$ cat src/sle_pkg.sv
// Shared types and constants for the sorted list engine.
`default_nettype none

package sle_pkg;

    localparam int DEPTH = 16;
    localparam int CNT_W = $clog2(DEPTH + 1);
    localparam int IDX_W = (DEPTH > 1) ? $clog2(DEPTH) : 1;
    localparam int VAL_W = 32;

    typedef enum logic [1:0] {
        CMD_INSERT  = 2'd0,
        CMD_DEL_VAL = 2'd1,
        CMD_DEL_MIN = 2'd2,
        CMD_DEL_MAX = 2'd3
    } t_cmd;

    typedef enum logic [1:0] {
        ST_OK        = 2'd0,
        ST_EMPTY     = 2'd1,
        ST_NOT_FOUND = 2'd2,
        ST_FULL      = 2'd3
    } t_status;

    typedef enum logic {
        S_IDLE = 1'b0,
        S_EXEC = 1'b1
    } t_state;

    // Commands from the controller to the datapath.
    typedef struct packed {
        logic load;
        logic exec;
    } t_dp_ctrl;

endpackage

`default_nettype wire

$ cat src/sorted_list_engine_top.sv
// Top level of the sorted list engine: controller plus datapath.
//
//   Channel   Direction  Handshake               Payload
//   command   in         i_in_valid/o_in_stall   i_cmd, i_value
//   result    out        o_out_valid/i_out_stall o_status, o_removed_value, o_occupancy
//
// Each command first registers, at its transfer, the parallel compare of the value
// against all entries; the update step then shifts the entry row and loads the
// result register. A result waiting in the output register does not block the
// next command transfer; only the update step waits for the register to drain.
// Reset clears the entry count and the handshake state; entries need no clearing.
`default_nettype none

module sorted_list_engine_top import sle_pkg::*; (
    input  wire logic                    i_clk,
    input  wire logic                    i_rst_n,
    input  wire logic                    i_in_valid,
    output logic                         o_in_stall,
    input  wire logic [1:0]              i_cmd,
    input  wire logic signed [VAL_W-1:0] i_value,
    output logic                         o_out_valid,
    input  wire logic                    i_out_stall,
    output logic [1:0]                   o_status,
    output logic signed [VAL_W-1:0]      o_removed_value,
    output logic [CNT_W-1:0]             o_occupancy
);

    t_dp_ctrl dp_ctrl;

    sle_ctrl u_ctrl (
        .i_clk       (i_clk),
        .i_rst_n     (i_rst_n),
        .i_in_valid  (i_in_valid),
        .o_in_stall  (o_in_stall),
        .o_out_valid (o_out_valid),
        .i_out_stall (i_out_stall),
        .o_dp_ctrl   (dp_ctrl)
    );

    sle_datapath u_datapath (
        .i_clk           (i_clk),
        .i_rst_n         (i_rst_n),
        .i_dp_ctrl       (dp_ctrl),
        .i_cmd           (i_cmd),
        .i_value         (i_value),
        .o_status        (o_status),
        .o_removed_value (o_removed_value),
        .o_occupancy     (o_occupancy)
    );

endmodule

`default_nettype wire

$ cat src/sle_ctrl.sv
// Controller state machine for the sorted list engine.
`default_nettype none

module sle_ctrl import sle_pkg::*; (
    input  wire logic     i_clk,
    input  wire logic     i_rst_n,
    input  wire logic     i_in_valid,
    output logic          o_in_stall,
    output logic          o_out_valid,
    input  wire logic     i_out_stall,
    output t_dp_ctrl      o_dp_ctrl
);

    t_state r_state;
    t_state n_state;
    logic   r_out_valid;
    logic   n_out_valid;

    always_ff @(posedge i_clk) begin
        if (!i_rst_n) begin
            r_state     <= S_IDLE;
            r_out_valid <= 1'b0;
        end else begin
            r_state     <= n_state;
            r_out_valid <= n_out_valid;
        end
    end

    always_comb begin
        n_state          = r_state;
        n_out_valid      = r_out_valid && i_out_stall;
        o_dp_ctrl.load   = 1'b0;
        o_dp_ctrl.exec   = 1'b0;
        o_in_stall       = 1'b1;
        unique case (r_state)
            S_IDLE: begin
                o_in_stall = 1'b0;
                if (i_in_valid) begin
                    o_dp_ctrl.load = 1'b1;
                    n_state        = S_EXEC;
                end
            end
            S_EXEC: begin
                // The table update and the result load happen together, so
                // wait here until the output register is free.
                if (!r_out_valid || !i_out_stall) begin
                    o_dp_ctrl.exec = 1'b1;
                    n_out_valid    = 1'b1;
                    n_state        = S_IDLE;
                end
            end
            default: n_state = S_IDLE;
        endcase
    end

    assign o_out_valid = r_out_valid;

endmodule

`default_nettype wire

$ cat src/sle_datapath.sv
// Datapath of the sorted list engine: entry row, compare masks and result register.
`default_nettype none

module sle_datapath import sle_pkg::*; (
    input  wire logic                    i_clk,
    input  wire logic                    i_rst_n,
    input  wire t_dp_ctrl                i_dp_ctrl,
    input  wire logic [1:0]              i_cmd,
    input  wire logic signed [VAL_W-1:0] i_value,
    output logic [1:0]                   o_status,
    output logic signed [VAL_W-1:0]      o_removed_value,
    output logic [CNT_W-1:0]             o_occupancy
);

    logic signed [VAL_W-1:0] r_entries [DEPTH];
    logic signed [VAL_W-1:0] n_entries [DEPTH];
    logic [CNT_W-1:0]        r_count;
    logic [CNT_W-1:0]        n_count;

    t_cmd                    r_cmd;
    logic signed [VAL_W-1:0] r_value;
    logic [DEPTH-1:0]        r_ins_mask;
    logic [DEPTH-1:0]        r_ge_mask;
    logic                    r_found;

    logic [DEPTH-1:0]        ins_mask;
    logic [DEPTH-1:0]        ge_mask;
    logic [DEPTH-1:0]        eq_mask;

    t_status                 status;
    logic signed [VAL_W-1:0] removed;
    logic [CNT_W-1:0]        last_pos;

    t_status                 r_status;
    logic signed [VAL_W-1:0] r_removed;
    logic [CNT_W-1:0]        r_occ;

    // Parallel compare of the incoming value against every live entry. Since
    // the row is sorted, the insert mask is a suffix of the row and the ge mask
    // one of the live entries, so each marks where a shift starts without a search.
    always_comb begin
        for (int i = 0; i < DEPTH; i++) begin
            ins_mask[i] = (CNT_W'(i) >= r_count) || (r_entries[i] > i_value);
            ge_mask[i]  = (CNT_W'(i) < r_count) && (r_entries[i] >= i_value);
            eq_mask[i]  = (CNT_W'(i) < r_count) && (r_entries[i] == i_value);
        end
    end

    always_ff @(posedge i_clk) begin
        if (i_dp_ctrl.load) begin
            r_cmd      <= t_cmd'(i_cmd);
            r_value    <= i_value;
            r_ins_mask <= ins_mask;
            r_ge_mask  <= ge_mask;
            r_found    <= |eq_mask;
        end
    end

    assign last_pos = r_count - CNT_W'(1);

    always_comb begin
        n_entries = r_entries;
        n_count   = r_count;
        status    = ST_OK;
        removed   = '0;
        unique case (r_cmd)
            CMD_INSERT: begin
                if (r_count == CNT_W'(DEPTH)) begin
                    status = ST_FULL;
                end else begin
                    if (r_ins_mask[0]) begin
                        n_entries[0] = r_value;
                    end
                    for (int i = 1; i < DEPTH; i++) begin
                        if (r_ins_mask[i]) begin
                            n_entries[i] = r_ins_mask[i-1] ? r_entries[i-1] : r_value;
                        end
                    end
                    n_count = r_count + CNT_W'(1);
                end
            end
            CMD_DEL_VAL: begin
                if (r_count == '0) begin
                    status = ST_EMPTY;
                end else if (!r_found) begin
                    status = ST_NOT_FOUND;
                end else begin
                    // The first equal entry is the first one not below the value.
                    for (int i = 0; i < DEPTH - 1; i++) begin
                        if (r_ge_mask[i]) begin
                            n_entries[i] = r_entries[i+1];
                        end
                    end
                    removed = r_value;
                    n_count = last_pos;
                end
            end
            CMD_DEL_MIN: begin
                if (r_count == '0) begin
                    status = ST_EMPTY;
                end else begin
                    for (int i = 0; i < DEPTH - 1; i++) begin
                        n_entries[i] = r_entries[i+1];
                    end
                    removed = r_entries[0];
                    n_count = last_pos;
                end
            end
            CMD_DEL_MAX: begin
                if (r_count == '0) begin
                    status = ST_EMPTY;
                end else begin
                    removed = r_entries[last_pos[IDX_W-1:0]];
                    n_count = last_pos;
                end
            end
            default: status = ST_OK;
        endcase
    end

    always_ff @(posedge i_clk) begin
        if (i_dp_ctrl.exec) begin
            r_entries <= n_entries;
            r_status  <= status;
            r_removed <= removed;
            r_occ     <= n_count;
        end
    end

    always_ff @(posedge i_clk) begin
        if (!i_rst_n) begin
            r_count <= '0;
        end else if (i_dp_ctrl.exec) begin
            r_count <= n_count;
        end
    end

    assign o_status        = r_status;
    assign o_removed_value = r_removed;
    assign o_occupancy     = r_occ;

endmodule

`default_nettype wire
$ cat config.mk
export PLATFORM = sky130hd
export DESIGN_NAME = sorted_list_engine_top
export DESIGN_NICKNAME = d
export VERILOG_FILES = /design/src/sle_pkg.sv /design/src/sorted_list_engine_top.sv /design/src/sle_ctrl.sv /design/src/sle_datapath.sv
export SDC_FILE = /design/constraint.sdc
export NUM_CORES = 2
export LEC_CHECK = 0
export BUFFER_PORTS_ARGS = -buffer_cell sky130_fd_sc_hd__clkbuf_2
export CAP_MARGIN = 10
export CELL_PAD_IN_SITES_DETAIL_PLACEMENT = 0
export CELL_PAD_IN_SITES_GLOBAL_PLACEMENT = 1
export CORE_MARGIN = 2
export CORE_UTILIZATION = 53
export DETAILED_ROUTE_END_ITERATION = 10
export MAX_ROUTING_LAYER = met4
export PLACE_DENSITY = 0.84
export SKIP_LAST_GASP = 1
export SLEW_MARGIN = 20
export SYNTH_ARGS = -nofsm -noshare
export SYNTH_HDL_FRONTEND = slang
export SYNTH_HIERARCHICAL = 1
export SYNTH_SLANG_ARGS = --single-unit
$ cat constraint.sdc
create_clock -name i_clk -period 10.7 [get_ports i_clk]
set_input_delay 1.07 -clock i_clk [delete_from_list [all_inputs] [get_ports i_clk]]
set_output_delay 1.07 -clock i_clk [all_outputs]
set_load 0.1 [all_outputs]
==> results.sh <==
export IMPL_first_pass_iters=9
export IMPL_hold_path_endpoint="u_datapath/r_entries[32]"
export IMPL_drtIter0Drc=6610
export IMPL_multiInputGateArea_sq_um=25700
export IMPL_synthesis_area_sq_um=45500
export IMPL_fill_cells=7093
export IMPL_start_util_pct=53.5
export IMPL_grt_remaining_overflow=0
export IMPL_max_freq_mhz=208
export IMPL_fin_crit_sh_pct=45.0
export IMPL_rows=107
export IMPL_gp_congestion=1.10
export IMPL_fin_ws_ps=5880
export IMPL_cts_clk_slew_worst_paths_ps=60
export IMPL_drt_total_wl_mm=181
export IMPL_ys_types=66
export IMPL_place_inst=5151
export IMPL_synth_top_area_cell="edfxtp_1"
export IMPL_area_growth_pct=8.86
export IMPL_min_path_cells=2
export IMPL_seq_area_sq_um=18700
export IMPL_tns_ps=0
export IMPL_slew_viol_final=0
export IMPL_cp_data_required_time_ps=11050
export IMPL_critPathLaunchType="flip-flop"
export IMPL_skew_ps=31.5
export IMPL_post_cts_setup_buffer_count=0
export IMPL_cts_tree="built"
export IMPL_max_slew_margin_pct=7.69
export IMPL_netlist_instances=4145
export IMPL_yosysMostFrequentCell="edfxtp_1"
export IMPL_io_pins=79
export IMPL_syn_avg_cell_area_sq_um=11.0
export IMPL_worstSkewPairLatency_ps=650
export IMPL_path_cells="inv_1, ha_4, buf_4, buf_4, mux4_2, mux4_2, a222oi_1, nor2_1"
export IMPL_cts_buffers=74
export IMPL_p_leak_nw=21.2
export IMPL_setup_viol=0
export IMPL_whs_ps=604
export IMPL_ys_seq_elements=624
export IMPL_grt_use_total_pct=41.3
export IMPL_synth_top_area_share_pct=40.7
export IMPL_reg2reg_depth=8
export IMPL_htree_levels=3
export IMPL_die_y_um=297
export IMPL_dp_hpwl_mm=123
export IMPL_nNetsFinal=4643
export IMPL_cts_buffer_depth=3
export IMPL_grt_pass1_vias=35500
export IMPL_r2r_end="u_datapath/o_removed_value[18]"
export IMPL_ctsRootBufferMaster="clkbuf_16"
export IMPL_rsz0062_at_grt="no"
export IMPL_ys_warnings_count=6
export IMPL_rrSetupSlack_ps=5880
export IMPL_ys_seq_area_share_pct=41.0
export IMPL_worstMarginPinSlew_ps=1380
export IMPL_synth_edf_count=617
export IMPL_final_min_clock_period_ps=4820
export IMPL_ir_worst_vdd_v=0.000122
export IMPL_synth_commonest_cells="edfxtp_1, nand2_1, o21ai_0"
export IMPL_synth_top_cells_by_area="edfxtp_1, ha_1, mux2i_1"
export IMPL_status="completed"
export IMPL_end_kind="flip-flop"
export IMPL_portBuffers=78
export IMPL_worstHoldStart="u_datapath/r_entries[0]"
export IMPL_place_ws_ps=6120
export IMPL_synthArstFlopShare_pct=0
export IMPL_critPathMaxStageDelay_ps=780
export IMPL_cp_max_fo=52
export IMPL_arrival_ps=5160
export IMPL_wl_per_cell_um=34.3
export IMPL_core_sq_um=85100
export IMPL_grt_max_degree=225
export IMPL_numClockSinks=624
export IMPL_hold_viol=0
export IMPL_cts_hold_buffers_added=0
export IMPL_slowest_stage="buf_4"
export IMPL_total_power_mw=7.17
export IMPL_hold_class="reg2reg"
export IMPL_final_cells=5284
export IMPL_drive_above_1_share_pct=12.1
export IMPL_die_area_sq_um=88300
export IMPL_postRouteAntennaNets=0
export IMPL_startpoint="u_datapath/r_count[1]"
export IMPL_grt_pass1_wl_mm=259
export IMPL_critPathKind="reg2reg"
export IMPL_drc_errors=0
export IMPL_syn_num_nets=4705
export IMPL_fp_dieW_um=297
export IMPL_viasPerCell=7.26
export IMPL_via_count=38300
export IMPL_timing_rr_start="u_datapath/r_count[1]"
export IMPL_cellPowerDensity_nw_per_um2=145
export IMPL_antenna_found_initial=6
export IMPL_max_cap_violations=0
export IMPL_ys_flop_type="edfxtp_1"
export IMPL_ctsResizeCount=0
-- through the flow --
stage                     util, %  cell area, sq um
final                        58.2             49600
after floorplan                 -             45500
after detailed placement     55.5             47200
after global routing         58.2             49600
after global placement       55.4             47200
after CTS                    58.2             49600
-- power by group --
part | switching (mW) | total [mW] | internal [mW]
Clock | 1.08 | 2.54 | 1.46
Combinational | 1.02 | 1.59 | 0.563
Sequential | 0.177 | 3.05 | 2.87
-- layout make-up --
class | instances | share of cell area, %
Tap cell | 1144 | 2.89
Antenna cell | 6 | 0.0303
Sequential cell | 624 | 37.7
Timing Repair Buffer | 159 | 2.09
Inverter | 113 | 0.855
Clock buffer | 90 | 3.98
Multi-Input combinational cell | 3111 | 51.8
Clock inverter | 37 | 0.709
-- placed cells by master (no fill, tap or decap), types with 26 or more instances in the layout --
cell       instances
nand2_1          543
edfxtp_1         617
nand3_1           34
a222oi_1          32
mux2_2            33
mux2i_1          457
buf_4             77
a21o_1            80
a22o_1            33
o21ai_0          527
nor2_1            81
ha_1             517
inv_1            112
clkbuf_2          78
mux4_2           160
nor2b_1           26
clkbuf_16         77
a21oi_1          206
nand4_1          117
-- sequential cells by signal, indices dropped and copies added, names as in the netlist --
register and flops:
u_datapath/o_occupancy 5, u_ctrl/r_state 1, u_datapath/r_entries 512, u_datapath/o_status 2, u_datapath/r_count 5, u_datapath/r_ge_mask 15
u_datapath/o_removed_value 32, u_datapath/r_ins_mask 16, u_datapath/r_cmd 2, u_datapath/r_found 1, u_datapath/r_value 32, u_ctrl/o_out_valid 1
-- how the worst max path moves through the flow --
stage / end / slack (ps) / cells past startpoint
finish: u_datapath/o_removed_value[18] / 5880 / 8
global route: u_datapath/o_removed_value[18] / 5860 / 8
CTS: u_datapath/o_removed_value[16] / 6110 / 8
detailed placement: u_datapath/o_removed_value[5] / 6120 / 8
global placement: u_datapath/r_ins_mask[15] / 6160 / 9
floorplan: u_datapath/r_entries[192] / 2600 / 4
-- logic make-up (layout without fill, tap and decap cells) --
group           Yosys count  after routing  synth area share (%)
buf+inv                 410            399                  3.46
simple gates            905            905                  8.96
other cells               0              6                     0
flops                   624            624                  41.0
fa+ha+maj               523            523                  14.4
compound gates         1028           1028                  13.4
xor+xnor                  5              5                0.0962
mux                     650            650                  18.8
-- worst max-delay path: cells and delay by family, from the launching register on --
kind                       cells  cell delay, ps
DFF                            1             680
adders and majority gates      1             730
muxes                          2             900
and+or+nand+nor                1              60
AOI/OAI and AO/OA              1             280
buffers and inverters          3            1690
-- layer usage --
layer / up-vias / global-route usage [%] / routed length [um]
li1: 15900 / - / -
met1: 18700 / 56.2 / 68800
met2: 3220 / 57.4 / 75700
met3: 559 / 11.1 / 26900
met4: 0 / 19.2 / 9890
met5: - / - / 0
(Power assumes the default switching activity.)
